==> src/hdl/text_console_writer_unit_assert.svh <==
// Assertion helpers for the text console writer.
// Every check is sampled on the rising edge of clk and is off while rst_n is low.
`ifndef TEXT_CONSOLE_WRITER_UNIT_ASSERT_SVH
`define TEXT_CONSOLE_WRITER_UNIT_ASSERT_SVH

// The condition holds in the same cycle, or the sequence starts in that cycle.
`define TCW_ASSERT_SAME(label, ante, cons, msg) \
  label: assert property (@(posedge clk) disable iff (!rst_n) (ante) |-> cons) \
    else $error(msg);

// The condition holds in the following cycle.
`define TCW_ASSERT_NEXT(label, ante, cons, msg) \
  label: assert property (@(posedge clk) disable iff (!rst_n) (ante) |=> (cons)) \
    else $error(msg);

`endif

==> src/hdl/tcw_pkg.sv <==
`timescale 1ns / 1ps
// ----------------------------------------------------------------------------
// tcw_pkg
// Shared types and constants of the text console writer: the item formats,
// the command and character codes, and the sequencer states.
// ----------------------------------------------------------------------------
package tcw_pkg;

  localparam int COLS_DEF        = 80;
  localparam int ROWS_DEF        = 25;
  localparam int STORE_CELLS_DEF = 8192;

  localparam logic [15:0] BLANK_CELL = 16'h0720;
  localparam logic [7:0]  TEXT_ATTR  = 8'h07;

  localparam logic [7:0] CH_NUL = 8'h00;
  localparam logic [7:0] CH_BEL = 8'h07;
  localparam logic [7:0] CH_BS  = 8'h08;
  localparam logic [7:0] CH_HT  = 8'h09;
  localparam logic [7:0] CH_LF  = 8'h0A;
  localparam logic [7:0] CH_VT  = 8'h0B;
  localparam logic [7:0] CH_FF  = 8'h0C;
  localparam logic [7:0] CH_CR  = 8'h0D;
  localparam logic [7:0] CH_DEL = 8'h7F;

  typedef enum logic [1:0] {
    CMD_PUT   = 2'd0,
    CMD_READ  = 2'd1,
    CMD_CLEAR = 2'd2,
    CMD_NONE  = 2'd3
  } tcw_cmd_t;

  typedef struct packed {
    logic [1:0]  cmd;
    logic [7:0]  char_code;
    logic [12:0] cell_index;
    logic        end_of_write;
  } tcw_in_t;

  typedef struct packed {
    logic [15:0] read_data;
    logic [12:0] cursor_cell;
    logic [12:0] window_start;
  } tcw_out_t;

  typedef enum logic [2:0] {
    ST_CLEAR,
    ST_IDLE,
    ST_READ,
    ST_COPY,
    ST_COPY_END,
    ST_BLANK,
    ST_POST
  } tcw_state_t;

  // What is left to do once a scroll has finished.
  typedef enum logic [1:0] {
    POST_NONE,
    POST_CR,
    POST_PUT
  } tcw_post_t;

endpackage

==> src/hdl/tcw_ctrl.sv <==
`timescale 1ns / 1ps
// ----------------------------------------------------------------------------
// tcw_ctrl
// Console sequencer: decodes items, keeps the write position, column, row,
// window base and cursor latch, and walks the cell store for clears,
// scroll blanking and screen relocation.
// ----------------------------------------------------------------------------
module tcw_ctrl #(
  parameter int COLS        = 80,
  parameter int ROWS        = 25,
  parameter int STORE_CELLS = 8192
) (
  input  logic                           clk,
  input  logic                           rst_n,
  input  logic                           start,
  input  tcw_pkg::tcw_in_t               in_item,
  output logic                           busy,
  output logic                           out_strobe,
  output tcw_pkg::tcw_out_t              out_item,
  output logic                           ram_we,
  output logic [$clog2(STORE_CELLS)-1:0] ram_waddr,
  output logic [15:0]                    ram_wdata,
  output logic [$clog2(STORE_CELLS)-1:0] ram_raddr,
  input  logic [15:0]                    ram_rdata
);

  import tcw_pkg::*;

  localparam int AW    = $clog2(STORE_CELLS);
  localparam int CLW   = $clog2(COLS + 1);
  localparam int RW    = $clog2(ROWS);
  localparam int CNT_W = $clog2(ROWS * COLS);

  localparam logic [AW-1:0]  LAST     = AW'(STORE_CELLS - 1);
  localparam logic [AW:0]    STORE_X  = (AW + 1)'(STORE_CELLS);
  localparam logic [AW-1:0]  COLS_A   = AW'(COLS);
  localparam logic [AW-1:0]  SCR_MOD  = AW'((ROWS * COLS) % STORE_CELLS);
  localparam logic [CLW-1:0] COLS_C   = CLW'(COLS);
  localparam logic [RW-1:0]  ROW_LAST = RW'(ROWS - 1);
  localparam logic [CNT_W-1:0] SCR_LAST  = CNT_W'(ROWS * COLS - 1);
  localparam logic [CNT_W-1:0] COLS_LAST = CNT_W'(COLS - 1);
  // A scroll fits in place while the window base stays below this value.
  localparam int FIT_LIMIT = STORE_CELLS - ROWS * COLS - COLS;

  function automatic logic [AW-1:0] inc_w(input logic [AW-1:0] a);
    return (a == LAST) ? '0 : a + AW'(1);
  endfunction

  function automatic logic [AW-1:0] dec_w(input logic [AW-1:0] a);
    return (a == '0) ? LAST : a - AW'(1);
  endfunction

  function automatic logic [AW-1:0] add_w(input logic [AW-1:0] a, input logic [AW-1:0] b);
    logic [AW:0] s;
    s = {1'b0, a} + {1'b0, b};
    return (s >= STORE_X) ? AW'(s - STORE_X) : AW'(s);
  endfunction

  function automatic logic [AW-1:0] sub_w(input logic [AW-1:0] a, input logic [AW-1:0] b);
    logic [AW:0] s;
    s = {1'b0, a} + STORE_X - {1'b0, b};
    return (a >= b) ? (a - b) : AW'(s);
  endfunction

  tcw_state_t     state_r, state_nxt;
  logic [AW-1:0]  wb_r, wb_nxt;
  logic [AW-1:0]  wc_r, wc_nxt;
  logic [CLW-1:0] col_r, col_nxt;
  logic [RW-1:0]  row_r, row_nxt;
  logic [AW-1:0]  cursor_r, cursor_nxt;
  logic [AW-1:0]  ptr_r, ptr_nxt;
  logic           clr_rep_r, clr_rep_nxt;
  logic           out_strobe_r, out_strobe_nxt;
  logic [AW-1:0]  dst_r, dst_nxt;
  logic [CNT_W-1:0] cnt_r, cnt_nxt;
  logic [7:0]     char_r, char_nxt;
  logic           eow_r, eow_nxt;
  tcw_post_t      post_r, post_nxt;
  tcw_out_t       out_r, out_nxt;

  logic           fin;
  logic           fin_put;
  logic           go_scroll;
  logic           wrap;
  logic [CLW-1:0] col_t;
  logic [AW-1:0]  wc_t;
  logic [15:0]    rd_sel;
  logic           fits;

  assign fits  = (FIT_LIMIT > 0) && (32'(wb_r) < FIT_LIMIT);
  assign wrap  = (col_r >= COLS_C);
  assign col_t = wrap ? (col_r - COLS_C) : col_r;

  always_comb begin
    state_nxt      = state_r;
    wb_nxt         = wb_r;
    wc_nxt         = wc_r;
    col_nxt        = col_r;
    row_nxt        = row_r;
    cursor_nxt     = cursor_r;
    ptr_nxt        = ptr_r;
    clr_rep_nxt    = clr_rep_r;
    dst_nxt        = dst_r;
    cnt_nxt        = cnt_r;
    char_nxt       = char_r;
    eow_nxt        = eow_r;
    post_nxt       = post_r;
    out_nxt        = out_r;
    out_strobe_nxt = 1'b0;
    ram_we         = 1'b0;
    ram_waddr      = wc_r;
    ram_wdata      = BLANK_CELL;
    ram_raddr      = ptr_r;
    fin            = 1'b0;
    fin_put        = 1'b0;
    go_scroll      = 1'b0;
    wc_t           = add_w(wc_r, COLS_A);
    rd_sel         = '0;

    case (state_r)
      ST_IDLE: begin
        ram_raddr = AW'(in_item.cell_index);
        if (start) begin
          char_nxt = in_item.char_code;
          eow_nxt  = in_item.end_of_write;
          case (in_item.cmd)
            CMD_PUT: begin
              fin     = 1'b1;
              fin_put = 1'b1;
              case (in_item.char_code)
                CH_BS: begin
                  if (col_r != '0) begin
                    col_nxt   = col_r - CLW'(1);
                    wc_nxt    = dec_w(wc_r);
                    ram_we    = 1'b1;
                    ram_waddr = dec_w(wc_r);
                  end
                end
                CH_LF, CH_FF: begin
                  post_nxt = (in_item.char_code == CH_LF) ? POST_CR : POST_NONE;
                  if (row_r != ROW_LAST) begin
                    row_nxt = row_r + RW'(1);
                    if (in_item.char_code == CH_LF) begin
                      wc_nxt  = sub_w(wc_t, AW'(col_r));
                      col_nxt = '0;
                    end else begin
                      wc_nxt = wc_t;
                    end
                  end else begin
                    go_scroll = 1'b1;
                  end
                end
                CH_CR: begin
                  wc_nxt  = sub_w(wc_r, AW'(col_r));
                  col_nxt = '0;
                end
                CH_DEL: begin
                  ram_we = 1'b1;
                end
                CH_NUL, CH_BEL, CH_HT, CH_VT: begin
                end
                default: begin
                  if (wrap && (row_r == ROW_LAST)) begin
                    // Past the end of the last row: wrap needs a scroll first.
                    col_nxt   = col_t;
                    wc_nxt    = sub_w(wc_r, COLS_A);
                    post_nxt  = POST_PUT;
                    go_scroll = 1'b1;
                  end else begin
                    // Stepping back one row and down one row leaves the
                    // write position where it was.
                    if (wrap) begin
                      row_nxt = row_r + RW'(1);
                    end
                    ram_we    = 1'b1;
                    ram_wdata = {TEXT_ATTR, in_item.char_code};
                    wc_nxt    = inc_w(wc_r);
                    col_nxt   = col_t + CLW'(1);
                  end
                end
              endcase
            end
            CMD_READ: begin
              if ({2'b00, in_item.cell_index} < 15'(STORE_CELLS)) begin
                state_nxt = ST_READ;
              end else begin
                fin = 1'b1;
              end
            end
            CMD_CLEAR: begin
              wb_nxt      = '0;
              wc_nxt      = '0;
              col_nxt     = '0;
              row_nxt     = '0;
              cursor_nxt  = '0;
              ptr_nxt     = '0;
              clr_rep_nxt = 1'b1;
              state_nxt   = ST_CLEAR;
            end
            default: begin
              fin = 1'b1;
            end
          endcase
        end
      end
      ST_READ: begin
        rd_sel    = ram_rdata;
        fin       = 1'b1;
        state_nxt = ST_IDLE;
      end
      ST_CLEAR: begin
        ram_we    = 1'b1;
        ram_waddr = ptr_r;
        ptr_nxt   = inc_w(ptr_r);
        if (ptr_r == LAST) begin
          clr_rep_nxt = 1'b0;
          fin         = clr_rep_r;
          state_nxt   = ST_IDLE;
        end
      end
      ST_COPY: begin
        // Read one source cell per cycle; write the cell read last cycle.
        ram_we    = (cnt_r != '0);
        ram_waddr = dst_r;
        ram_wdata = ram_rdata;
        ptr_nxt   = inc_w(ptr_r);
        if (cnt_r != '0) begin
          dst_nxt = inc_w(dst_r);
        end
        cnt_nxt = cnt_r + CNT_W'(1);
        if (cnt_r == SCR_LAST) begin
          state_nxt = ST_COPY_END;
        end
      end
      ST_COPY_END: begin
        ram_we    = 1'b1;
        ram_waddr = dst_r;
        ram_wdata = ram_rdata;
        wc_nxt    = sub_w(wc_r, wb_r);
        wb_nxt    = '0;
        ptr_nxt   = SCR_MOD;
        cnt_nxt   = '0;
        state_nxt = ST_BLANK;
      end
      ST_BLANK: begin
        ram_we    = 1'b1;
        ram_waddr = ptr_r;
        ptr_nxt   = inc_w(ptr_r);
        cnt_nxt   = cnt_r + CNT_W'(1);
        if (cnt_r == COLS_LAST) begin
          wb_nxt    = add_w(wb_r, COLS_A);
          wc_nxt    = wc_t;
          state_nxt = ST_POST;
        end
      end
      ST_POST: begin
        case (post_r)
          POST_CR: begin
            wc_nxt  = sub_w(wc_r, AW'(col_r));
            col_nxt = '0;
          end
          POST_PUT: begin
            ram_we    = 1'b1;
            ram_wdata = {TEXT_ATTR, char_r};
            wc_nxt    = inc_w(wc_r);
            col_nxt   = col_r + CLW'(1);
          end
          default: begin
          end
        endcase
        fin       = 1'b1;
        fin_put   = 1'b1;
        state_nxt = ST_IDLE;
      end
      default: begin
        state_nxt = ST_IDLE;
      end
    endcase

    if (go_scroll) begin
      fin     = 1'b0;
      fin_put = 1'b0;
      cnt_nxt = '0;
      if (fits) begin
        ptr_nxt   = add_w(wb_r, SCR_MOD);
        state_nxt = ST_BLANK;
      end else begin
        // No room below the window: move the screen back to cell zero first.
        ptr_nxt   = wb_r;
        dst_nxt   = '0;
        state_nxt = ST_COPY;
      end
    end

    if (fin) begin
      if (fin_put && eow_nxt) begin
        cursor_nxt = wc_nxt;
      end
      out_strobe_nxt       = 1'b1;
      out_nxt.read_data    = rd_sel;
      out_nxt.cursor_cell  = 13'(cursor_nxt);
      out_nxt.window_start = 13'(wb_nxt);
    end
  end

  always_ff @(posedge clk) begin
    if (!rst_n) begin
      state_r      <= ST_CLEAR;
      wb_r         <= '0;
      wc_r         <= '0;
      col_r        <= '0;
      row_r        <= '0;
      cursor_r     <= '0;
      ptr_r        <= '0;
      clr_rep_r    <= 1'b0;
      out_strobe_r <= 1'b0;
    end else begin
      state_r      <= state_nxt;
      wb_r         <= wb_nxt;
      wc_r         <= wc_nxt;
      col_r        <= col_nxt;
      row_r        <= row_nxt;
      cursor_r     <= cursor_nxt;
      ptr_r        <= ptr_nxt;
      clr_rep_r    <= clr_rep_nxt;
      out_strobe_r <= out_strobe_nxt;
    end
  end

  always_ff @(posedge clk) begin
    dst_r  <= dst_nxt;
    cnt_r  <= cnt_nxt;
    char_r <= char_nxt;
    eow_r  <= eow_nxt;
    post_r <= post_nxt;
    out_r  <= out_nxt;
  end

  assign busy       = (state_r != ST_IDLE);
  assign out_strobe = out_strobe_r;
  assign out_item   = out_r;

endmodule

==> config.mk <==
export PLATFORM = sky130hd
export DESIGN_NAME = tcw_ctrl
export DESIGN_NICKNAME = d
export VERILOG_FILES = /design/src/hdl/text_console_writer_unit_assert.svh /design/src/hdl/tcw_pkg.sv /design/src/hdl/tcw_ctrl.sv
export SDC_FILE = /design/constraint.sdc
export NUM_CORES = 1
export LEC_CHECK = 0
export ABC_CLOCK_PERIOD_IN_PS = 5850
export BUFFER_PORTS_ARGS = -buffer_cell sky130_fd_sc_hd__buf_2
export CORE_ASPECT_RATIO = 0.7
export CORE_MARGIN = 2
export CORE_UTILIZATION = 35
export CTS_BUF_LIST = sky130_fd_sc_hd__clkbuf_8
export DETAILED_ROUTE_END_ITERATION = 8
export PLACE_DENSITY = 0.63
export SYNTH_ARGS = -nofsm -noshare
export SYNTH_HDL_FRONTEND = slang
export SYNTH_SLANG_ARGS = --single-unit
export TNS_END_PERCENT = 5
==> constraint.sdc <==
create_clock -name clk -period 5.85 [get_ports clk]
set_input_delay 0.2925 -clock clk [delete_from_list [all_inputs] [get_ports clk]]
set_output_delay 0.2925 -clock clk [all_outputs]
set_load 0.01 [all_outputs]
; ---- Word level (Yosys, flattened, before mapping)
; Cells that the tools add are included.
[totals]
regBits = 146
latchBits = 0
mem_bits_rw = 0
rom_bits = 0
input_bits = 43
output_inout_bits = 87
word_cells = 237
memories = 0
[op_classes]
addsub = 26
mul = 0
div = 0
magnitude_cmp = 9
n_eq_ne = 45
shifts = 0
muxes = 106
bitwise = 1
n_reduce_logical = 33
[ops]
columns = op, n
row1 = $mux W13, 37
row2 = $pmux W13 S3, 3
row3 = $pmux W13 S4, 2
row4 = $add A13 B1 Y13 const B, 5
row5 = $pmux W13 S2, 2
row6 = $sub A13 B1 Y13 const B, 4
row7 = $sub A13 B7 Y13, 4
row8 = $eq A8 B4 Y1 const B, 6
row9 = $pmux W16 S3, 1
row10 = $ge A14 B14 Y1 const B, 3
row11 = $mux W7, 6
row12 = $pmux W7 S2, 3
row13 = $mux W8, 5
row14 = $eq A13 B13 Y1 const B, 3
row15 = $add A13 B7 Y14 const B, 2
row16 = $pmux W7 S4, 1
row17 = $ne A3 B3 Y1 const B, 9
row18 = $ge A13 B7 Y1, 2
row19 = $sub A13 B13 Y13, 2
row20 = $sub A13 B7 Y13 const B, 2
row21 = $mux W1, 24
row22 = $pmux W11 S2, 1
row23 = $pmux W5 S2, 2
row24 = $mux W3, 6
row25 = 56 further kinds, 85

; ---- Depth between registers and ports, before layout
[depth]
word_depth = 14
mapped_depth = 14
mapped_depth_nobuf = 13

; ---- Least setup slack after synthesis
; OpenSTA, ideal clock, no wires.
[synth_path]
path_type = register to register
start = reg col_r[5]
end = reg cursor_r[10]
setup_time_ps = 145
arrival_time_ps = 4487
t_required_ps = 5705
setup_slack_ps = 1217
stages_incl_launch_ff = 11
synth_period_minus_slack_ps = 4633
cell_sequence = dfxtp_1 inv_1 ha_1 nor4bb_1 o311ai_1 o21ai_1 a21oi_1 nand2_1 clkbuf_1 nand4_1 o21ai_0
[synth_via]
elab_cells_between_ends = 30
[synth_rtl]
columns = item, line_no
row1 = from (decl), tcw_ctrl.sv:68  ; logic [CLW-1:0] col_r, col_nxt;
row2 = from (signal assigned), tcw_ctrl.sv:321  ; col_r <= col_nxt;
row3 = $ge A7 B7 Y1, tcw_ctrl.sv:91  ; assign wrap = (col_r >= COLS_C);
row4 = $logic_and A1 B1 Y1, tcw_ctrl.sv:163  ; if (wrap && (row_r == ROW_LAST)) begin
row5 = $mux W1, tcw_ctrl.sv:163
row6 = $pmux W1 S2, tcw_ctrl.sv:130  ; case (in_item.char_code)
row7 = $mux W1, tcw_ctrl.sv:126  ; case (in_item.cmd)
row8 = $mux W1, tcw_ctrl.sv:123  ; if (start) begin
row9 = $mux W1, tcw_ctrl.sv:120  ; case (state_r)
row10 = $mux W1, tcw_ctrl.sv:280  ; if (go_scroll) begin
row11 = named net fin, tcw_ctrl.sv:81  ; logic fin;
row12 = $mux W13, tcw_ctrl.sv:295  ; if (fin) begin
row13 = to (signal assigned), tcw_ctrl.sv:323  ; cursor_r <= cursor_nxt;
row14 = to (decl), tcw_ctrl.sv:70  ; logic [AW-1:0] cursor_r, cursor_nxt;
; The timed path passes the listed nets, and every way through them passes these cells.
; A chain may end at the register's enable or synchronous reset.

; ---- Worst setup path after layout
[layout_path]
start = reg col_r[4]
end = out ram_waddr[5]
[layout_via]
elab_chain_len = 6
[layout_rtl]
columns = item, line_no
row1 = $reduce_bool A7 Y1, tcw_ctrl.sv:132  ; if (col_r != '0) begin
row2 = $mux W13, tcw_ctrl.sv:132
row3 = $mux W13, tcw_ctrl.sv:130
row4 = $mux W13, tcw_ctrl.sv:126
row5 = $mux W13, tcw_ctrl.sv:123
row6 = $pmux W13 S3, tcw_ctrl.sv:120
row7 = to (decl), tcw_ctrl.sv:21  ; output logic [$clog2(STORE_CELLS)-1:0] ram_waddr,
; Every way passes these cells.

==> run_results.csv <==
group,metric,value,unit
worst_setup_path,critPathMostFrequentCell,"ha_1",
sta,max_freq,214,MHz
routing,vias,12700,
worst_setup_path,start_kind,"register",
sta,worstMarginPinSlew,1.24,ns
global_route,antenna_found_initial,0,
clocking,post_cts_buffers,0,
sta,drv_slew,0,
synth,synth_nets,1637,
worst_setup_path,critPathRequiredTime,5.56,ns
clocking,cts_hold_buf,0,
worst_setup_path,path_buf_inv,3,
global_route,grt_pass1_wl,69.8,mm
pwr,p_leak,4.90,nW
routing,drc,0,
worst_setup_path,max_stage_delay,0.58,ns
synth,yosys_warnings,0,
synth,synth_cell_type_count,88,
sta,rsz0062_at_grt,"false",
job,cap_violations,0,
sta,tns,0,ns
routing,wirelength,46.7,mm
worst_hold_path,hold_path_class,"primary input to register",
clocking,cts_inserted_buffers,17,
routing,drt-wirelength-per-cell,22.5,um
worst_setup_path,endpoint,"ram_waddr[5]",
placed_design,gp_congestion,0.996,
floorplan,num_io_pins,130,
clocking,cts_max_path_buffers,2,
floorplan,die_area,35100,sq um
synth,synth.area.top_cells,"dfxtp_1 16%, edfxtp_1 13%, o21ai_0 6.1%, nand2_1 4.8%, ha_1 4.6%",
worst_setup_path,arrival,4.38,ns
layout,fin_nets,1710,
synth,yosysSeqAreaShare,0.293,
floorplan,die-width,223,um
worst_setup_path,reg2reg_from,"col_r[4]$_SDFFE_PN0P_",
worst_setup_path,critPathKind,"register to output pin",
global_route,grt_max_degree,49,
clocking,h-tree-depth,4,
placed_design,dp_cells,2038,
worst_setup_path,reg2reg_slack,1.33,ns
floorplan,die_h,157,um
worst_setup_path,critPathSlowestCell,"or4_1",
sta,layout_min_cycle_time,4.67,ns
clocking,cts_tree,"yes",
routing,firstDrtPassIters,8,
floorplan,coreArea,33300,sq um
clocking,clkTransAtPathRegs,0.09,ns
routing,ant_nets,0,
synth,syn-cell-area,11800,sq um
floorplan,rows,56,
sta,skew,0.0282,ns
routing,vias_per_cell,6.15,
worst_setup_path,path_max_fanout,11,
synth,async_flop_share,0,
synth,synthFlopType,"dfxtp_1",
layout,fillers,3462,
global_route,grt_pass1_vias,11300,
worst_setup_path,cp_top_family,"simple AND/OR/NAND/NOR gates",
layout,final_cell_count_no_fill,2070,
synth,synth_edf_count,52,
pwr,peakVddDrop,0.125,mV
layout,area_growth,11.7,%
floorplan,initial_core_util,0.353,
layout,stdcell_area,13100,sq um
sta,slew_headroom,0.169,
clocking,cts_root_buf,"clkbuf_8",
clocking,insertion_delay,0.52,ns
sta,fin_crit_sh,0.799,
pwr,p_total,1.93,mW
worst_setup_path,crit_start,"col_r[4]$_SDFFE_PN0P_",
synth,synth_top_area_share,0.160,
synth,syn-instance-count,1549,
status,status,"finished clean",
routing,drt-initial-drc-count,1555,
synth,ys_seq_elements,146,
placed_design,post_dp_cell_area,12800,sq um
worst_setup_path,r2r_cells,11,
sta,fin_hold_ws,0.0383,ns
worst_setup_path,path_depth,12,
synth,syn_area_per_cell,7.60,sq um
placed_design,port_buffers,129,
placed_design,dp_hpwl,34.4,mm
synth,synth_top_area_cell,"dfxtp_1",
sta,hold_viol,0,
global_route,grt_overflow,0,
global_route,grt_usage,0.263,
clocking,ctsResizeCount,0,
layout,drive_gt1_frac,0.132,
sta,finalSetupViolCount,0,
worst_setup_path,worstPathCellList,"inv_1 -> ha_1 -> ha_1 -> nor4bb_1 -> buf_4 -> or4_1 -> nor2_1 -> nor3_1 -> o32ai_1 -> a31oi_1 -> o21ai_0 -> buf_2",
clocking,cts_sinks,146,
pwr,pwr_density_cell,147,nW/um^2
worst_setup_path,r2r_end,"out_item[25]$_DFFE_PP_",
worst_setup_path,endpoint_kind,"output pin",
worst min-delay path by stage:
stage / start / end / slack (ns) / depth (start not counted)
floorplan: in_item[14] / char_r[0]$_DFFE_PP_ / 0.39 / 0
global placement: cursor_r[11]$_SDFF_PN0_ / cursor_r[11]$_SDFF_PN0_ / 0.46 / 2
detailed placement: cursor_r[11]$_SDFF_PN0_ / cursor_r[11]$_SDFF_PN0_ / 0.46 / 2
CTS: in_item[21] / char_r[7]$_DFFE_PP_ / 0.01 / 1
global route: in_item[20] / char_r[6]$_DFFE_PP_ / 0.02 / 1
finish: in_item[20] / char_r[6]$_DFFE_PP_ / 0.04 / 1
cells in the final DEF (no fill, tap or decap), types with 13 or more instances in the layout:
master | synthesis | routed
clkbuf_8 | 0 | 17
xnor2_1 | 41 | 41
xor2_1 | 27 | 27
a21oi_1 | 85 | 84
dfxtp_1 | 94 | 93
o21ai_0 | 143 | 142
edfxtp_1 | 52 | 52
buf_2 | 2 | 129
o31ai_1 | 14 | 14
and3_1 | 41 | 41
buf_4 | 0 | 28
nand2_1 | 150 | 150
ha_1 | 43 | 43
nor3_1 | 43 | 43
and2_1 | 41 | 41
nand3_1 | 50 | 50
inv_1 | 71 | 73
a211oi_1 | 21 | 21
nor4_1 | 13 | 13
nand2b_1 | 17 | 17
nand4_1 | 20 | 20
nor2_1 | 132 | 132
nor2b_1 | 27 | 27
or3_1 | 13 | 13
o22ai_1 | 34 | 34
a31oi_1 | 24 | 24
o21a_1 | 19 | 19
synth_stat cells, drive strengths merged (17+ instances only):
library cell / number
nand2: 150
o21ai: 146
nor2: 132
clkbuf: 94
dfxtp: 94
a21oi: 85
inv: 73
edfxtp: 52
nand3: 50
nor3: 44
ha: 43
and2: 42
and3: 41
xnor2: 41
o22ai: 34
nor2b: 27
xor2: 27
a31oi: 24
a211oi: 21
nand4: 20
o21a: 19
nand2b: 17
area by class of cell:
cell class / instances / area [sq um] / share of cell area
multi-input cells: 1223 / 7650 / 0.582
flip-flops and latches: 146 / 3440 / 0.262
repair buffers: 157 / 856 / 0.0651
well taps: 435 / 544 / 0.0414
inverters: 77 / 289 / 0.0220
clock buffers: 17 / 234 / 0.0178
clock inverters: 14 / 116 / 0.00885
diodes: 1 / 2.50 / 0.000190
registers in the layout, indices dropped and copies added, names as in the netlist, 3 cells and up:
signal	cells
char_r	8
cnt_r	11
col_r	7
cursor_r	13
dst_r	13
out_item	42
ptr_r	13
row_r	5
state_r	3
wb_r	13
wc_r	13
logic make-up (layout without fill, tap and decap cells):
logic type               count (synthesis)  count (layout)  share of synthesized area
XOR/XNOR                                68              68                     0.0506
other                                    0               1                          0
AND/OR/NAND/NOR                        596             596                      0.257
multiplexers                            16              16                     0.0140
flip-flops                             146             146                      0.293
AO/OA/AOI/OAI                          498             498                      0.279
buffers and inverters                  180             265                     0.0583
adder cells (fa/ha/maj)                 45              45                     0.0491
per-stage QoR:
step / worst slack, ns / util
after floorplan: 1.22 / -
after global placement: 1.61 / 0.384
after detailed placement: 1.46 / 0.384
after CTS: 1.25 / 0.395
after global routing: 0.914 / 0.395
final: 1.18 / 0.395
per-layer routing:
metal | GRT usage | wire length, um | vias to the layer above
met5 | 0.0154 | 69 | -
met4 | 0.0722 | 1070 | 2
met3 | 0.105 | 6250 | 91
met2 | 0.353 | 18000 | 735
met1 | 0.379 | 21200 | 6027
li1 | - | - | 5879
where the power goes:
part | internal (mW) | switching (mW)
Sequential | 1.05 | 0.00895
Clock | 0.331 | 0.441
Combinational | 0.0369 | 0.0596
Total | 1.42 | 0.510
(Power assumes the default switching activity.)
